`config.mk`:
```
export PLATFORM = sky130hd
export DESIGN_NAME = tpz_cmd_queue
export DESIGN_NICKNAME = d
export VERILOG_FILES = /design/src/design/tpz_pkg.sv /design/src/design/tpz_cmd_queue.sv
export SDC_FILE = /design/constraint.sdc
export NUM_CORES = 1
export LEC_CHECK = 0
export ABC_AREA = 1
export BUFFER_PORTS_ARGS = -buffer_cell sky130_fd_sc_hd__clkbuf_2
export CORE_ASPECT_RATIO = 0.75
export CORE_UTILIZATION = 40
export CTS_CLUSTER_DIAMETER = 40
export DETAILED_ROUTE_END_ITERATION = 10
export GPL_TIMING_DRIVEN = 0
export PLACE_DENSITY = 0.61
export SYNTH_ARGS = -nofsm -noshare
export SYNTH_HDL_FRONTEND = slang
export SYNTH_SLANG_ARGS = --single-unit
```
`constraint.sdc`:
```
create_clock -name i_clk -period 3.4 [get_ports i_clk]
set_clock_uncertainty 0.05 [all_clocks]
set_input_delay 0.17 -clock i_clk [delete_from_list [all_inputs] [get_ports i_clk]]
set_output_delay 0.17 -clock i_clk [all_outputs]
set_load 0.1 [all_outputs]
```
`src/design/tpz_pkg.sv`:
```
`timescale 1ns / 1ps
// Package for the torus point plotter: types, codes, constants and helper functions.
// No dependencies; tpz_front, tpz_cmd_queue, tpz_back, the top level and the testbench import it.
package tpz_pkg;

    localparam int SCREEN_COLS_DEF = 80;
    localparam int SCREEN_ROWS_DEF = 22;
    localparam int CELL_COUNT_DEF  = 1760;

    localparam int VAL_W   = 22;
    localparam int PROD_W  = 44;
    localparam int PROJ_W  = 48;
    localparam int POS_W   = 19;
    localparam int CELL_W  = 16;
    localparam int DEPTH_W = 16;
    localparam int SHADE_W = 4;
    localparam int STEP_CNT = 24;

    localparam logic [SHADE_W-1:0] BLANK_SHADE = 4'd12;
    localparam logic [SHADE_W-1:0] MAX_SHADE   = 4'd11;
    localparam int COL_CENTER = 40;
    localparam int ROW_CENTER = 12;
    localparam int COL_SCALE_SH_HI = 5;
    localparam int COL_SCALE_SH_LO = 1;
    localparam int ROW_SCALE_SH_HI = 4;
    localparam int ROW_SCALE_SH_LO = 0;
    localparam int VIEW_BIAS  = 5 * 16384;
    localparam int RING_BIAS  = 2 * 16384;
    localparam int SAT_DEN    = 8192;
    localparam logic [VAL_W-1:0] REM_INIT = VAL_W'(8192);
    localparam logic [7:0] BLANK_CHAR = 8'd32;

    typedef enum logic [1:0] {
        ACT_CLEAR = 2'd0,
        ACT_PLOT  = 2'd1,
        ACT_READ  = 2'd2,
        ACT_NONE  = 2'd3
    } t_action;

    typedef enum logic [1:0] {
        REG_SIN_A = 2'd0,
        REG_COS_A = 2'd1,
        REG_SIN_B = 2'd2,
        REG_COS_B = 2'd3
    } t_reg;

    typedef enum logic [2:0] {
        OP_NOP,
        OP_CLEAR,
        OP_PLOT,
        OP_READ,
        OP_BLANK
    } t_op;

    typedef struct packed {
        t_op                  op;
        logic [CELL_W-1:0]    loc;
        logic [DEPTH_W-1:0]   depth;
        logic [SHADE_W-1:0]   shade;
    } t_cmd;

    typedef struct packed {
        logic signed [15:0] sin_a;
        logic signed [15:0] cos_a;
        logic signed [15:0] sin_b;
        logic signed [15:0] cos_b;
    } t_rot;

    typedef enum logic [2:0] {
        F_IDLE,
        F_MUL,
        F_DIV,
        F_PROJ,
        F_CELL,
        F_SEND
    } t_fstate;

    typedef enum logic [1:0] {
        B_CLEAR,
        B_IDLE,
        B_WAIT
    } t_bstate;

    typedef enum logic [4:0] {
        S_CH   = 5'd0,
        S_FE   = 5'd1,
        S_FG   = 5'd2,
        S_LH   = 5'd3,
        S_CHG  = 5'd4,
        S_CHE  = 5'd5,
        S_CD   = 5'd6,
        S_LD   = 5'd7,
        S_T    = 5'd8,
        S_DEN  = 5'd9,
        S_P1   = 5'd10,
        S_P2   = 5'd11,
        S_P3   = 5'd12,
        S_P4   = 5'd13,
        S_CDG  = 5'd14,
        S_CDE  = 5'd15,
        S_LDN  = 5'd16,
        S_U    = 5'd17,
        S_V    = 5'd18,
        S_W    = 5'd19,
        S_WM   = 5'd20,
        S_LUM  = 5'd21,
        S_PU   = 5'd22,
        S_PV   = 5'd23
    } t_step;

    function automatic logic [7:0] shade_char(logic [SHADE_W-1:0] s);
        logic [7:0] c;
        case (s)
            4'd0:    c = 8'h2E;
            4'd1:    c = 8'h2C;
            4'd2:    c = 8'h2D;
            4'd3:    c = 8'h7E;
            4'd4:    c = 8'h3A;
            4'd5:    c = 8'h3B;
            4'd6:    c = 8'h3D;
            4'd7:    c = 8'h21;
            4'd8:    c = 8'h2A;
            4'd9:    c = 8'h23;
            4'd10:   c = 8'h24;
            4'd11:   c = 8'h40;
            default: c = BLANK_CHAR;
        endcase
        return c;
    endfunction

    function automatic logic signed [POS_W-1:0] trunc29(logic signed [PROJ_W-1:0] x);
        logic [PROJ_W-1:0] mag;
        logic [POS_W-1:0]  q;
        mag = x[PROJ_W-1] ? PROJ_W'(-x) : PROJ_W'(x);
        q   = POS_W'(mag >> 29);
        return x[PROJ_W-1] ? $signed(POS_W'(-q)) : $signed(q);
    endfunction

endpackage

```
`src/design/tpz_cmd_queue.sv`:
```
`timescale 1ns / 1ps
// Two-entry command queue between the front end and the back end.
// Uses tpz_pkg for the command type.
module tpz_cmd_queue import tpz_pkg::*; (
    input  logic i_clk,
    input  logic i_rst_n,
    input  logic i_push,
    input  t_cmd i_data,
    output logic o_full,
    input  logic i_pop,
    output t_cmd o_data,
    output logic o_valid
);
    t_cmd       r_mem [0:1];
    logic       r_wptr, r_rptr;
    logic [1:0] r_count;
    logic       do_push, do_pop;

    assign o_full  = (r_count == 2'd2);
    assign o_valid = (r_count != 2'd0);
    assign o_data  = r_mem[r_rptr];
    assign do_push = i_push && !o_full;
    assign do_pop  = i_pop && o_valid;

    always_ff @(posedge i_clk) begin
        if (!i_rst_n) begin
            r_wptr  <= 1'b0;
            r_rptr  <= 1'b0;
            r_count <= 2'd0;
        end else begin
            if (do_push) begin
                r_wptr <= !r_wptr;
            end
            if (do_pop) begin
                r_rptr <= !r_rptr;
            end
            r_count <= r_count + 2'(do_push) - 2'(do_pop);
        end
        if (do_push) begin
            r_mem[r_wptr] <= i_data;
        end
    end
endmodule

```
Word-level counts from Yosys, hierarchy flattened --
Memory sizes are Yosys's and may differ from the RTL's. A register that Yosys moved wholly into a read port is not among the register bits. Cells that the tools add are included.
Word-level totals: output and inout port bits 41, bits in writable memories 78, bits in registers 4, logic and storage cells 17, memories kept 1
Operators by class: equal/unequal tests 1, muxes and demuxes 4, $add $sub $neg 2, reductions and logical operators 6
Memories:
- r_mem | words 2, bits a word 39, read ports 1, clocked after Yosys merged registers in 1, write ports 1, RTL line tpz_cmd_queue.sv:14 | t_cmd r_mem [0:1];
Operators with widths (count):
- 1-bit 2-to-1 mux | 4
- 1-bit zero test | 3
- 2-bit by 1-bit adder with 2-bit output | 1
- 2-bit equality test (second input constant) | 1
- 1-bit logical AND | 2
- 2-bit nonzero test | 1
- 2-bit by 1-bit subtractor with 2-bit output | 1

Depth between registers and ports, before layout --
word-level depth 5, gate-level depth with buffers 11, gate-level depth less buffers 11

Worst setup path before layout --
OpenSTA, ideal clock, no wires.
path type register -> register, start point register r_count[0], end point memory r_mem[0][0] in the netlist's numbering, enable pin, buffers on the path 0, required time 2.915 ns, stages on the path, launching flop included 5, library setup time 0.435 ns, setup slack 0.712 ns, arrival 2.202 ns, cells stage by stage dfxtp_1 -> inv_1 -> nand2_1 -> nand2_1 -> nor2_1
Between the ends: longest elaborated chain between the ends 5
RTL lines:
- start: declaration | RTL line tpz_cmd_queue.sv:16 | logic [1:0] r_count;
- start signal: assignment | RTL line tpz_cmd_queue.sv:37 | r_count <= r_count + 2'(do_push) - 2'(do_pop);
- 2-bit equality test | RTL line tpz_cmd_queue.sv:19 | assign o_full = (r_count == 2'd2);
- 1-bit zero test | RTL line tpz_cmd_queue.sv:22 | assign do_push = i_push && !o_full;
- 1-bit logical AND | RTL line tpz_cmd_queue.sv:22
- 1-bit 2-to-1 mux | RTL line tpz_cmd_queue.sv:39 | if (do_push) begin
- 1-bit 2-to-1 mux (not written as such) | RTL line tpz_cmd_queue.sv:40 | r_mem[r_wptr] <= i_data;
- end: declaration | RTL line tpz_cmd_queue.sv:14
No other way between the ends.

==> key figures <==
Layout
  – Final core occ: 0.574
  – Commonest non-fill, non-tap cell in the layout: clkbuf_2
  – # diodes: 0
  – Non-Filler Instances: roughly 400
  – Fillers: approximately 620
  – Reg area: between 2000 and 2500 sq um
  – Area occupied by multi-input gates: between 500 and 600 sq um
  – Most frequent cells in the layout: clkbuf_2 (83), edfxtp_1 (78), dlygate4sd3_1 (39), mux2_2 (29), mux2_4 (10)
  – Post-route cell area: ~4300 sq um
  – Syn-to-layout area delta: 37.4%
  – Layout cells sized above 1: 0.481
  – Nets: around 340

Worst setup path
  – Worst Path Required: between 3 and 4 ns
  – Reg2Reg Setup Slack: between 1.5 and 2 ns
  – Reg2reg start: r_count[0]$_SDFF_PN0_
  – CP max stage delay: between 0.3 and 0.4 ns
  – Crit. End Element: output pin
  – Worst path cell trace: buf_6, buf_8, mux2_4, clkbuf_2
  – CP max-delay cell: dfxtp_1
  – CP max FO: 10
  – Worst reg2reg path depth: 5
  – Kind of critical path: reg2out
  – CP arrival: approximately 1.8 ns
  – Worst R2R End: r_mem[0][2]$_DFFE_PP_
  – Worst setup SP type: flop

Worst hold path
  – Worst Hold Class: in2reg
  – Hold endpoint: r_count[0]$_SDFF_PN0_
  – Hold_sp: i_rst_n
  – Hold depth: 3

Power
  – Leak pwr: ~1.7 nW
  – Pwr Density: roughly 900 nW/um^2
  – Peak VDD IR: 522 uV
  – Total power: about 0.0038 W

Drt
  – Final WL: 5.29 mm
  – Max layer used: met4
  – Drc violations: 0
  – Wire length per cell: approximately 13 um
  – Vias: 1,776
  – DR iter-0 viols: 42
  – Final ANT Viol Nets: 0
  – Drt pass-1 iters: 5
  – Met1 WL: 2.38 mm
  – DR WL met3: 327 um
  – Routed met2 length: between 2 and 3 mm
  – Vias/cell: 4.46

Synth
  – Post-synthesis mux area share: 0.154
  – Synth cell types: 13
  – Seq/Total Area, Yosys: 0.787
  – XOR/XNOR share of the synthesized area: 0
  – Post-synthesis adder-cell area fraction: 0.00806
  – Cell count after synthesis: between 150 and 200
  – Syn Nets: a little over 200
  – Syn Area/Cell: 19.6 sq um
  – Yosys warning count: 0
  – Largest family of logic cells by synthesized area: multiplexers
  – Synthesized flop and latch total: 83
  – Compound-Gate Fraction of Synth Area: 0.00322
  – Mapped Area: around 3100 sq um
  – Simple logic cell fraction of the synthesized area: 0.0254

Floorplan
  – Die width: 104 um
  – Die Y: 78.3 um
  – Die ar.: 8120 sq um
  – I/O Pins: 84
  – Starting density of the core: 0.418
  – Row cnt: 27
  – Core Region: 7430 sq um

Timing
  – Final setup vio count: 0
  – Post-layout min period: between 1.5 and 2 ns
  – Count of pins over their slew limit: 0
  – Unrepaired setup endpoints after global routing: false
  – Final WS setup: between 1 and 1.5 ns
  – Highest clock rate: around 510 MHz
  – Worst Max-Slew Pin Slew: just under 0.9 ns
  – Fin crit share: 0.580
  – Hold violation count in the final report: 0
  – Slew headroom: 0.410

Global route
  – First-pass GRT wire length: 8.17 mm
  – GR Overflow Total: 0
  – Vias in the first global route: between 1,500 and 2,000
  – Antenna violations before repair: 0
  – Largest net degree at the start of global routing: 40
  – GRT Util Overall: 0.138

Placed design
  – PortBufs: 83
  – Place WS: around 1.6 ns
  – Final Wtd Congestion: 0.662
  – Dpl cell area: 3680 sq um
  – DP Wirelength: ~3.3 mm
  – Post-Place Cells: 343

CTS
  – Worst-path clk slew: 0.08 ns
  – CTS HTree Levels: 3
  – TritonCTS Sinks: 83
  – CTS tree: yes
  – Clk root buf: clkbuf_8
  – Max Root-Sink Buffers: 2
  – Cts bufs inserted: 9
  – Worst skew pair latency: ~0.34 ns

Status
  – Status: complete, no violations

Flow run
  – Max cap viols: 0
-- sequential cells by signal, indices dropped and copies added, names as in the netlist, named ones only --
register  cells
r_rptr        1
r_wptr        1
r_mem        78
r_count       2
-- report_power, final --
| group | internal [W] | switching, W | total (W) |
|---|---|---|---|
| registers | 0.00129 | 0.0000433 | 0.00134 |
| logic | 0.000373 | 0.00142 | 0.00179 |
| clock network | 0.000339 | 0.000336 | 0.000675 |
| total | 0.00201 | 0.00179 | 0.00380 |
-- repair_timing --
item	in CTS	in global routing
resized for setup	0	0
setup buffers	0	0
endpoints found under the hold margin	78	0
hold buffers	39	0
-- per-layer routing --
| layer | track usage | vias to the layer above |
|---|---|---|
| met3 | 0.0573 | 4 |
| met4 | 0.0557 | 0 |
| met1 | 0.165 | 836 |
| met2 | 0.223 | 71 |
| met5 | 0 | - |
| li1 | - | 865 |
-- synth_stat cells (all sizes together) --
cell type	n	area share
edfxtp	78	0.75
mux2	39	0.15
nand2	9	0.011
inv	8	0.0097
nor2	8	0.0097
dfxtp	5	0.032
buf	4	0.013
nand3	3	0.0048
a21oi	2	0.0032
ha	2	0.0081
-- metrics by stage --
step                hold slack (ns)  TNS, ns
CTS                         0.00428        0
floorplan                     0.213        0
finish                       0.0216        0
global placement              0.308   -12.44
global route                 0.0247        0
detailed placement            0.313        0
-- critical path, delay by kind of cell (launching register included) --
family / cells / cell delay (ns)
buffers and inverters: 3 / 0.72
flip-flops: 1 / 0.37
multiplexers: 1 / 0.31
-- final cells by class --
cell class              count  share of cell area
clock inverters             6              0.0155
multi-input cells          63               0.140
flip-flops and latches     83               0.573
well taps                 101              0.0296
plain buffers               4             0.00968
clock buffers              10              0.0299
inverters                   8             0.00704
repair buffers            123               0.195
-- kinds of logic after synthesis --
| logic type | count (synthesis) |
|---|---|
| AOI/OAI and AO/OA | 2 |
| adders and majority gates | 2 |
| buffers and inverters | 12 |
| DFF | 83 |
| muxes | 39 |
| and+or+nand+nor | 20 |
-- how the worst max path moves through the flow --
stage | start | endpoint | slack [ns] | cells past startpoint
floorplan | r_count[0]$_SDFF_PN0_ | r_mem[0][0]$_DFFE_PP_ | 0.71 | 4
global placement | r_count[0]$_SDFF_PN0_ | r_mem[0][1]$_DFFE_PP_ | -0.32 | 4
detailed placement | r_count[0]$_SDFF_PN0_ | r_mem[0][3]$_DFFE_PP_ | 1.61 | 5
CTS | flop | o_data[37] | 1.38 | 4
global route | flop | o_data[37] | 1.33 | 4
finish | flop | o_data[28] | 1.43 | 4
Note: power is estimated with default switching activity, not from simulation.
