<file path="src/design/tpz_pkg.sv">
`timescale 1ns / 1ps
// Package for the torus point plotter: types, codes, constants and helper functions.
// No dependencies; tpz_front, tpz_cmd_queue, tpz_back, the top level and the testbench import it.
package tpz_pkg;

    localparam int SCREEN_COLS_DEF = 80;
    localparam int SCREEN_ROWS_DEF = 22;
    localparam int CELL_COUNT_DEF  = 1760;

    localparam int VAL_W   = 22;
    localparam int PROD_W  = 44;
    localparam int PROJ_W  = 48;
    localparam int POS_W   = 19;
    localparam int CELL_W  = 16;
    localparam int DEPTH_W = 16;
    localparam int SHADE_W = 4;
    localparam int STEP_CNT = 24;

    localparam logic [SHADE_W-1:0] BLANK_SHADE = 4'd12;
    localparam logic [SHADE_W-1:0] MAX_SHADE   = 4'd11;
    localparam int COL_CENTER = 40;
    localparam int ROW_CENTER = 12;
    localparam int COL_SCALE_SH_HI = 5;
    localparam int COL_SCALE_SH_LO = 1;
    localparam int ROW_SCALE_SH_HI = 4;
    localparam int ROW_SCALE_SH_LO = 0;
    localparam int VIEW_BIAS  = 5 * 16384;
    localparam int RING_BIAS  = 2 * 16384;
    localparam int SAT_DEN    = 8192;
    localparam logic [VAL_W-1:0] REM_INIT = VAL_W'(8192);
    localparam logic [7:0] BLANK_CHAR = 8'd32;

    typedef enum logic [1:0] {
        ACT_CLEAR = 2'd0,
        ACT_PLOT  = 2'd1,
        ACT_READ  = 2'd2,
        ACT_NONE  = 2'd3
    } t_action;

    typedef enum logic [1:0] {
        REG_SIN_A = 2'd0,
        REG_COS_A = 2'd1,
        REG_SIN_B = 2'd2,
        REG_COS_B = 2'd3
    } t_reg;

    typedef enum logic [2:0] {
        OP_NOP,
        OP_CLEAR,
        OP_PLOT,
        OP_READ,
        OP_BLANK
    } t_op;

    typedef struct packed {
        t_op                  op;
        logic [CELL_W-1:0]    loc;
        logic [DEPTH_W-1:0]   depth;
        logic [SHADE_W-1:0]   shade;
    } t_cmd;

    typedef struct packed {
        logic signed [15:0] sin_a;
        logic signed [15:0] cos_a;
        logic signed [15:0] sin_b;
        logic signed [15:0] cos_b;
    } t_rot;

    typedef enum logic [2:0] {
        F_IDLE,
        F_MUL,
        F_DIV,
        F_PROJ,
        F_CELL,
        F_SEND
    } t_fstate;

    typedef enum logic [1:0] {
        B_CLEAR,
        B_IDLE,
        B_WAIT
    } t_bstate;

    typedef enum logic [4:0] {
        S_CH   = 5'd0,
        S_FE   = 5'd1,
        S_FG   = 5'd2,
        S_LH   = 5'd3,
        S_CHG  = 5'd4,
        S_CHE  = 5'd5,
        S_CD   = 5'd6,
        S_LD   = 5'd7,
        S_T    = 5'd8,
        S_DEN  = 5'd9,
        S_P1   = 5'd10,
        S_P2   = 5'd11,
        S_P3   = 5'd12,
        S_P4   = 5'd13,
        S_CDG  = 5'd14,
        S_CDE  = 5'd15,
        S_LDN  = 5'd16,
        S_U    = 5'd17,
        S_V    = 5'd18,
        S_W    = 5'd19,
        S_WM   = 5'd20,
        S_LUM  = 5'd21,
        S_PU   = 5'd22,
        S_PV   = 5'd23
    } t_step;

    function automatic logic [7:0] shade_char(logic [SHADE_W-1:0] s);
        logic [7:0] c;
        case (s)
            4'd0:    c = 8'h2E;
            4'd1:    c = 8'h2C;
            4'd2:    c = 8'h2D;
            4'd3:    c = 8'h7E;
            4'd4:    c = 8'h3A;
            4'd5:    c = 8'h3B;
            4'd6:    c = 8'h3D;
            4'd7:    c = 8'h21;
            4'd8:    c = 8'h2A;
            4'd9:    c = 8'h23;
            4'd10:   c = 8'h24;
            4'd11:   c = 8'h40;
            default: c = BLANK_CHAR;
        endcase
        return c;
    endfunction

    function automatic logic signed [POS_W-1:0] trunc29(logic signed [PROJ_W-1:0] x);
        logic [PROJ_W-1:0] mag;
        logic [POS_W-1:0]  q;
        mag = x[PROJ_W-1] ? PROJ_W'(-x) : PROJ_W'(x);
        q   = POS_W'(mag >> 29);
        return x[PROJ_W-1] ? $signed(POS_W'(-q)) : $signed(q);
    endfunction

endpackage

</file>
<file path="src/design/tpz_front.sv">
`timescale 1ns / 1ps
// Front end: takes items, runs the rotation, projection and shading math on a shared
// multiplier and a bit-serial divider, and issues one command per item. Uses tpz_pkg.
module tpz_front import tpz_pkg::*; #(
    parameter int SCREEN_COLS = SCREEN_COLS_DEF,
    parameter int SCREEN_ROWS = SCREEN_ROWS_DEF,
    parameter int CELL_COUNT  = CELL_COUNT_DEF
) (
    input  logic               i_clk,
    input  logic               i_rst_n,
    input  logic               i_accept,
    input  t_action            i_action,
    input  logic [10:0]        i_cell_index,
    input  logic signed [15:0] i_sin_phi,
    input  logic signed [15:0] i_cos_phi,
    input  logic signed [15:0] i_sin_theta,
    input  logic signed [15:0] i_cos_theta,
    input  t_rot               i_rot,
    output logic               o_ready,
    output t_cmd               o_cmd,
    output logic               o_cmd_push,
    input  logic               i_cmd_full
);
    localparam logic signed [PROJ_W-1:0] COL_BASE = PROJ_W'(COL_CENTER) <<< 29;
    localparam logic signed [PROJ_W-1:0] ROW_BASE = PROJ_W'(ROW_CENTER) <<< 29;

    t_fstate r_state, n_state;
    t_step   r_step, n_step;

    logic signed [15:0]        r_c, r_l, r_f, r_d;
    logic signed [16:0]        r_h;
    logic signed [VAL_W-1:0]   r_val [0:STEP_CNT-1];
    logic [VAL_W-1:0]          r_rem;
    logic [DEPTH_W-1:0]        r_dq;
    logic [3:0]                r_bit;
    logic signed [PROD_W-1:0]  r_pu, r_pv;
    logic signed [POS_W-1:0]   r_col, r_row;
    t_cmd                      r_cmd;

    logic signed [VAL_W-1:0]   mul_a, mul_b, step_res;
    logic signed [PROD_W-1:0]  prod;
    logic signed [VAL_W-1:0]   den;
    logic                      den_le0, den_sat, ge;
    logic [VAL_W-1:0]          rem2;
    logic signed [PROJ_W-1:0]  pu_w, pv_w, xcol, xrow;
    logic                      on_screen, cell_ok;
    logic [CELL_W-1:0]         cell16;
    logic signed [VAL_W-1:0]   lum, lum_sh;
    logic [SHADE_W-1:0]        shade;
    logic                      idx_ok;
    t_cmd                      acc_cmd, cell_cmd;

    always_comb begin
        mul_a = '0;
        mul_b = '0;
        unique case (r_step)
            S_CH:  begin mul_a = VAL_W'(r_c);          mul_b = VAL_W'(r_h);       end
            S_FE:  begin mul_a = VAL_W'(r_f);          mul_b = VAL_W'(i_rot.sin_a); end
            S_FG:  begin mul_a = VAL_W'(r_f);          mul_b = VAL_W'(i_rot.cos_a); end
            S_LH:  begin mul_a = VAL_W'(r_l);          mul_b = VAL_W'(r_h);       end
            S_CHG: begin mul_a = r_val[S_CH];          mul_b = VAL_W'(i_rot.cos_a); end
            S_CHE: begin mul_a = r_val[S_CH];          mul_b = VAL_W'(i_rot.sin_a); end
            S_CD:  begin mul_a = VAL_W'(r_c);          mul_b = VAL_W'(r_d);       end
            S_LD:  begin mul_a = VAL_W'(r_l);          mul_b = VAL_W'(r_d);       end
            S_P1:  begin mul_a = r_val[S_LH];          mul_b = VAL_W'(i_rot.cos_b); end
            S_P2:  begin mul_a = r_val[S_T];           mul_b = VAL_W'(i_rot.sin_b); end
            S_P3:  begin mul_a = r_val[S_LH];          mul_b = VAL_W'(i_rot.sin_b); end
            S_P4:  begin mul_a = r_val[S_T];           mul_b = VAL_W'(i_rot.cos_b); end
            S_CDG: begin mul_a = r_val[S_CD];          mul_b = VAL_W'(i_rot.cos_a); end
            S_CDE: begin mul_a = r_val[S_CD];          mul_b = VAL_W'(i_rot.sin_a); end
            S_LDN: begin mul_a = r_val[S_LD];          mul_b = VAL_W'(i_rot.sin_b); end
            S_WM:  begin mul_a = r_val[S_W];           mul_b = VAL_W'(i_rot.cos_b); end
            S_PU:  begin mul_a = VAL_W'({1'b0, r_dq}); mul_b = r_val[S_U];        end
            S_PV:  begin mul_a = VAL_W'({1'b0, r_dq}); mul_b = r_val[S_V];        end
            default: ;
        endcase
    end

    assign prod = PROD_W'(mul_a) * PROD_W'(mul_b);

    always_comb begin
        unique case (r_step)
            S_T:   step_res = r_val[S_CHG] - r_val[S_FE];
            S_DEN: step_res = r_val[S_CHE] + r_val[S_FG] + VAL_W'(VIEW_BIAS);
            S_U:   step_res = r_val[S_P1] - r_val[S_P2];
            S_V:   step_res = r_val[S_P3] + r_val[S_P4];
            S_W:   step_res = r_val[S_FE] - r_val[S_CDG];
            S_LUM: step_res = r_val[S_WM] - r_val[S_CDE] - r_val[S_FG] - r_val[S_LDN];
            default: step_res = VAL_W'(prod >>> 14);
        endcase
    end

    assign den     = r_val[S_DEN];
    assign den_le0 = (den <= 0);
    assign den_sat = (den <= VAL_W'(SAT_DEN));
    assign rem2    = {r_rem[VAL_W-2:0], 1'b0};
    assign ge      = (rem2 >= VAL_W'(den));

    assign pu_w = PROJ_W'(r_pu);
    assign pv_w = PROJ_W'(r_pv);
    assign xcol = COL_BASE + (pu_w <<< COL_SCALE_SH_HI) - (pu_w <<< COL_SCALE_SH_LO);
    assign xrow = ROW_BASE + (pv_w <<< ROW_SCALE_SH_HI) - (pv_w <<< ROW_SCALE_SH_LO);

    assign on_screen = (r_col > 0) && (r_col < $signed(POS_W'(SCREEN_COLS)))
                    && (r_row > 0) && (r_row < $signed(POS_W'(SCREEN_ROWS)));
    assign cell16  = CELL_W'(r_col) + CELL_W'(r_row) * CELL_W'(SCREEN_COLS);
    assign cell_ok = ({1'b0, cell16} < (CELL_W + 1)'(CELL_COUNT));

    assign lum    = r_val[S_LUM];
    assign lum_sh = lum >>> 11;
    always_comb begin
        if (lum <= 0) begin
            shade = '0;
        end else if (lum_sh > VAL_W'(MAX_SHADE)) begin
            shade = MAX_SHADE;
        end else begin
            shade = lum_sh[SHADE_W-1:0];
        end
    end

    assign idx_ok = ({5'd0, i_cell_index} < CELL_W'(CELL_COUNT));

    always_comb begin
        acc_cmd       = '0;
        acc_cmd.loc   = {5'd0, i_cell_index};
        unique case (i_action)
            ACT_CLEAR: acc_cmd.op = idx_ok ? OP_CLEAR : OP_NOP;
            ACT_READ:  acc_cmd.op = idx_ok ? OP_READ : OP_BLANK;
            default:   acc_cmd.op = OP_NOP;
        endcase
        cell_cmd       = '0;
        cell_cmd.op    = (on_screen && cell_ok) ? OP_PLOT : OP_NOP;
        cell_cmd.loc   = cell16;
        cell_cmd.depth = r_dq;
        cell_cmd.shade = shade;
    end

    always_comb begin
        n_state    = r_state;
        n_step     = r_step;
        o_ready    = 1'b0;
        o_cmd_push = 1'b0;
        unique case (r_state)
            F_IDLE: begin
                o_ready = 1'b1;
                if (i_accept) begin
                    if (i_action == ACT_PLOT) begin
                        n_state = F_MUL;
                        n_step  = S_CH;
                    end else begin
                        n_state = F_SEND;
                    end
                end
            end
            F_MUL: begin
                if (r_step == S_LUM) begin
                    n_state = F_DIV;
                end else if (r_step == S_PV) begin
                    n_state = F_PROJ;
                end else begin
                    n_step = t_step'(r_step + 5'd1);
                end
            end
            F_DIV: begin
                if (den_le0) begin
                    n_state = F_SEND;
                end else if (den_sat || r_bit == 4'd15) begin
                    n_state = F_MUL;
                    n_step  = S_PU;
                end
            end
            F_PROJ: n_state = F_CELL;
            F_CELL: n_state = F_SEND;
            F_SEND: begin
                o_cmd_push = !i_cmd_full;
                if (!i_cmd_full) begin
                    n_state = F_IDLE;
                end
            end
            default: n_state = F_IDLE;
        endcase
    end

    always_ff @(posedge i_clk) begin
        if (!i_rst_n) begin
            r_state <= F_IDLE;
            r_step  <= S_CH;
        end else begin
            r_state <= n_state;
            r_step  <= n_step;
        end
        if (r_state == F_IDLE && i_accept) begin
            r_c   <= i_sin_phi;
            r_l   <= i_cos_phi;
            r_f   <= i_sin_theta;
            r_d   <= i_cos_theta;
            r_h   <= 17'(i_cos_theta) + 17'(RING_BIAS);
            r_cmd <= acc_cmd;
        end
        if (r_state == F_MUL) begin
            r_val[r_step] <= step_res;
            if (r_step == S_PU) begin
                r_pu <= prod;
            end
            if (r_step == S_PV) begin
                r_pv <= prod;
            end
            if (r_step == S_LUM) begin
                r_rem <= REM_INIT;
                r_bit <= '0;
            end
        end
        if (r_state == F_DIV) begin
            if (den_le0) begin
                r_cmd <= '0;
            end else if (den_sat) begin
                r_dq <= '1;
            end else begin
                r_rem <= ge ? rem2 - VAL_W'(den) : rem2;
                r_dq  <= {r_dq[DEPTH_W-2:0], ge};
                r_bit <= r_bit + 4'd1;
            end
        end
        if (r_state == F_PROJ) begin
            r_col <= trunc29(xcol);
            r_row <= trunc29(xrow);
        end
        if (r_state == F_CELL) begin
            r_cmd <= cell_cmd;
        end
    end

    assign o_cmd = r_cmd;
endmodule

</file>
<file path="config.mk">
export PLATFORM = sky130hd
export DESIGN_NAME = tpz_front
export DESIGN_NICKNAME = d
export VERILOG_FILES = /design/src/design/tpz_pkg.sv /design/src/design/tpz_front.sv
export SDC_FILE = /design/constraint.sdc
export NUM_CORES = 2
export LEC_CHECK = 0
export BUFFER_PORTS_ARGS = -buffer_cell sky130_fd_sc_hd__buf_2
export CAP_MARGIN = 20
export CORE_MARGIN = 3
export CORE_UTILIZATION = 30
export CTS_BUF_LIST = sky130_fd_sc_hd__clkbuf_16
export DETAILED_ROUTE_END_ITERATION = 6
export SLEW_MARGIN = 20
export SYNTH_ARGS = -nofsm -noshare
export SYNTH_HDL_FRONTEND = slang
export SYNTH_SLANG_ARGS = --single-unit
</file>
<file path="constraint.sdc">
create_clock -name i_clk -period 12.55 [get_ports i_clk]
set_input_delay 0.6275 -clock i_clk [delete_from_list [all_inputs] [get_ports i_clk]]
set_output_delay 0.6275 -clock i_clk [all_outputs]
set_load 0.01 [all_outputs]
</file>
* After elaboration in Yosys (flattened, before gate mapping)
Memories as Yosys holds them, arrays and structs flattened. Cells that the tools add are included.
Storage, ports and cells: register bits after elaboration 296, RAM bits 528, input bits 145, memories 1
Memories:
- r_val | words 24, bits a word 22, read ports 22, clocked after memory_dff 0, write ports 1, line tpz_front.sv:32 | logic signed [VAL_W-1:0] r_val [0:STEP_CNT-1];
Operators by class: add/sub/neg operators 22, $mul 2, magnitude comparators 11, equality and inequality tests 40, multiplexer cells 47, bitwise operators 1, reduce and logical (&&, ||, !) cells 30
Operator list (number):
- one-hot mux 22 bit (10 select lines) | 1
- one-hot mux 22 bit (8 select lines) | 1
- 2-to-1 mux 39 bit | 4
- subtractor 22 bit | 7
- 2-to-1 mux 22 bit | 6
- one-hot mux 22 bit (6 select lines) | 1
- 2-to-1 mux 48 bit | 2
- negation 48 bit | 2
- adder 34 x 48 -> 48 bit (first input constant) | 1
- adder 36 x 48 -> 48 bit (first input constant) | 1
- subtractor 48 x 44 -> 48 bit | 1
- subtractor 48 x 45 -> 48 bit | 1
- adder 22 bit | 2
- less-or-equal comparator 22 x 1 -> 1 bit (second input constant) | 2
- multiplier 22 x 22 -> 44 bit | 1
- equality test 5 x 4 -> 1 bit (second input constant) | 8
- equality test 5 bit (second input constant) | 8
- greater-than comparator 19 x 1 -> 1 bit (second input constant) | 2
- 2-to-1 mux 19 bit | 2
- negation 19 bit | 2
- 2-to-1 mux 5 bit | 6
- 2-to-1 mux 4 bit | 7
- 2-to-1 mux 3 bit | 8
- adder 22 x 18 -> 22 bit (second input constant) | 1
- other kinds (41) | 76

* Depth between registers and ports, before layout
depth after elaboration 7, mapped depth 40, mapped depth without buffers 35

* Least setup slack after synthesis
OpenSTA, ideal clock, no wires.
kind register to register, from register r_step[0], to memory r_val[0][21] (data pin), setup time 0.338 ns, arrival time 9.689 ns, slack 2.523 ns, stages on the path, launching flop included 37, buffers on the path 4, cell sequence dfxtp_1 inv_1 ha_1 clkbuf_1 nand2b_1 clkbuf_1 nor2_1 clkbuf_1 clkbuf_1 a222oi_1 nand2_1 nor4_1 nor2_1 fa_1 inv_1 fa_1 inv_1 fa_1 inv_1 fa_1 inv_1 fa_1 fa_1 inv_1 fa_1 inv_1 ha_1 and3_1 a31oi_1 o21ai_0 a311oi_1 o221ai_1 o41ai_1 o21ai_0 xor2_1 nor2_1 a31oi_1
On the way: cells in the longest elaborated chain, start to end 5
Ends and longest elaborated chain:
- start: declaration | line tpz_front.sv:28 | t_step r_step, n_step;
- start signal: assignment | line tpz_front.sv:190 | r_step <= n_step;
- equality test 5 bit (tied with other cells) | line tpz_front.sv:56 | unique case (r_step)
- OR reduction 3 bit (no line) or OR reduction 2 bit (tied branches)
- one-hot mux 22 bit (8 select lines) or one-hot mux 22 bit (10 select lines) (tied branches) | line tpz_front.sv:56
- multiplier 22 x 22 -> 44 bit (*) | line tpz_front.sv:79 | assign prod = PROD_W'(mul_a) * PROD_W'(mul_b);
- net prod[35] | line tpz_front.sv:41 | logic signed [PROD_W-1:0] prod;
- one-hot mux 22 bit (6 select lines) (*) | line tpz_front.sv:82 | unique case (r_step)
- net step_res[21] | line tpz_front.sv:40 | logic signed [VAL_W-1:0] mul_a, mul_b, step_res;
- end: declaration | line tpz_front.sv:32
Mark *: on every way through the listed nets, which the timed path passes. The rest lies on a longest branch.

* Worst setup path after layout
from register r_step[0], to memory r_val[21][21] (data pin)
Same word-level chain as after synthesis.

==> results.json <==
{
  "outcome": "finished with violations",
  "violations": "design-rule violations",
  "start_util_pct": 30.25,
  "tns_ns": 0,
  "end_kind": "register",
  "grt_pass1_vias": 47540,
  "crit_top_cell": "ha_1",
  "grt_start_max_net_pins": 66,
  "vias": 47180,
  "ios": 186,
  "htree_levels": 3,
  "synth_nets": 7299,
  "clockBufferDepth": 3,
  "drive_gt1_share_pct": 8.872,
  "crit_type": "register to register",
  "post-route-util_pct": 34.04,
  "grt_first_pass_wirelength_mm": 293.1,
  "async_flop_share_pct": 0,
  "dpl_worst_slack_ns": 1.028,
  "period_share_pct": 93.64,
  "max_cap_viol_count": 0,
  "regToRegSetupSlack_ns": 0.80,
  "cts-hold-fix-buffers": 0,
  "cts.sinks": 763,
  "hold_class": "input port to register",
  "cts_repair_resize_count": 0,
  "gp_congestion": 0.9223,
  "fmax_mhz": 85.10,
  "grt_util_all_layers_pct": 17.74,
  "dp_hpwl_mm": 152.1,
  "hold_viol": 0,
  "ant_nets": 0,
  "synthToLayoutAreaGrowth_pct": 12.53,
  "fp-row-count": 167,
  "cp.arrival_ns": 12.07,
  "drt_iter0_markers": 4349,
  "skew_ns": 0.07660,
  "antenna_found_initial": 14,
  "slowest_stage": "nand4_1",
  "rsz0062_at_grt": "false",
  "drc": 2,
  "yosysSeqAreaShare_pct": 35.36,
  "die_area_um2": 214700,
  "synth_flop_cell": "edfxtp_1",
  "yosys_warnings": 0,
  "synthCells": 6090,
  "synth_edf_count": 691,
  "post_cts_buffers": 0,
  "routed_wl_mm": 195.2,
  "synth_area_um2": 62770,
  "port_buffers": 185,
  "core_um2": 207500,
  "grt_overflow": 0,
  "critPathMaxFanout": 22,
  "clk_pin_slew_ns": 0.06,
  "cpPeakStageDelay_ns": 0.91,
  "finalMaxSlewViolations": 0,
  "avgSynthCellArea_um2": 10.31,
  "relSlewSlack_pct": 22.09,
  "clockRootBuffer": "clkbuf_16",
  "dieWidth_um": 463.4,
  "cts_tree": "yes",
  "min_period_ns": 11.75,
  "tightest_slew_ns": 1.160,
  "layout_setup_ws_ns": 0.7985,
  "ys_ff_latch": 763,
  "setup_viol": 0,
  "die_h_um": 463.4,
  "nNetsFinal": 7486,
  "clk_latency_ns": 0.73,
  "synth_cell_type_count": 102,
  "crit_path_start_kind": "register",
  "avgViaCountPerCell": 5.162,
  "first_pass_iters": 7,
  "cts_buffers": 83,
  "critPathRequiredTime_ns": 12.87,
  "wl_per_cell_um": 21.36
}
-- cells by family after synthesis --
family                   after synthesis  share of synthesized area, %
flip-flops                           763                         35.36
buffers and inverters               1103                         6.618
AO/OA/AOI/OAI                       1125                         12.35
AND/OR/NAND/NOR                     1690                         12.94
XOR/XNOR                             297                         4.144
multiplexers                          48                        0.7834
adder cells (fa/ha/maj)             1064                         27.81
-- cells in the final DEF, fill, tap and decap left out, types with 43 or more instances in the layout --
cell type	instances
inv_1	891
edfxtp_1	691
nand2_1	622
fa_1	552
ha_1	512
nor2_1	351
a21oi_1	228
o21ai_0	221
xnor2_1	211
buf_2	185
buf_4	136
a21o_1	101
and2_1	95
nand3_1	86
xor2_1	85
clkbuf_16	83
nor3_1	81
dfxtp_1	72
a22oi_1	63
or3_1	61
nor4_1	56
nand4_1	55
nand2b_1	51
o21bai_1	43
-- cell type report --
class | instances | area (um2)
fill | 20820 | 136900
inverter | 883 | 3316
multi-input combinational | 4224 | 36700
clock inverter | 71 | 894.6
antenna | 5 | 12.51
sequential | 763 | 22190
clock buffer | 83 | 2077
tap | 2788 | 3488
timing repair buffer | 322 | 1958
-- worst max-delay path, delay by kind of cell (launching register included) --
family	cells	cell delay, ns
compound gates	10	4.32
xor+xnor	1	0.30
fa+ha+maj	9	3.35
buf+inv	6	0.71
flops	1	0.38
simple gates	6	2.24
-- metrics by stage --
stage	area, um2	instances	hold WS [ns]
after floorplan	62770	6090	0.4442
after global placement	67620	8979	0.4507
after detailed placement	67620	8979	0.4611
after CTS	70590	9133	0.01357
after global routing	70630	9137	0.02123
final	70630	9139	0.07543
-- synth_stat cells, types with 42 or more instances --
library cell  number  area share (%)
a22oi_1           63            0.75
o21bai_1          43            0.51
xnor2_1          211             2.9
xor2_1            86             1.2
o21ai_0          221             1.8
a21oi_1          235             1.9
edfxtp_1         691              33
o31ai_1           42            0.50
ha_1             512              10
clkbuf_1         200             1.2
nand3_1           86            0.69
nor3_1            89            0.71
and2_1            97            0.97
dfxtp_1           72             2.3
nand4_1           55            0.55
or3_1             62            0.62
nand2_1          622             3.7
a21o_1           101             1.2
nor4_1            64            0.64
inv_1            883             5.3
nor2_1           365             2.2
fa_1             552              18
nand2b_1          51            0.51
nor2b_1           42            0.42
-- state kept, by name, summed over array words and instances (netlist names) --
signal,flops
r_val,484
r_pu,44
r_pv,44
o_cmd,39
r_rem,21
r_col,19
r_row,19
r_c,16
r_d,16
r_dq,16
r_f,16
r_l,16
r_step,5
r_bit,4
r_state,3
r_h,1
-- worst paths after layout --
check	startpoint	endpoint	depth (start not counted)
max	r_step[0]	r_val[21][21]	32
min reg2reg	o_cmd[2]	o_cmd[2]	2
max reg2reg	r_step[0]	r_val[21][21]	32
min	i_cos_phi[13]	r_l[13]	1
-- layer usage --
layer / GRT usage (%) / vias up / share of wire (%)
met5: 0 / - / 0.0067
met4: 5.449 / 2 / 3.2
met3: 3.196 / 334 / 8.2
met2: 29.25 / 1887 / 47
met1: 23.67 / 23450 / 41
li1: - / 21510 / -
Power is left out: the tool's default activity adds up to more than one toggle a clock period on the data nets, which glitch-free logic cannot reach.
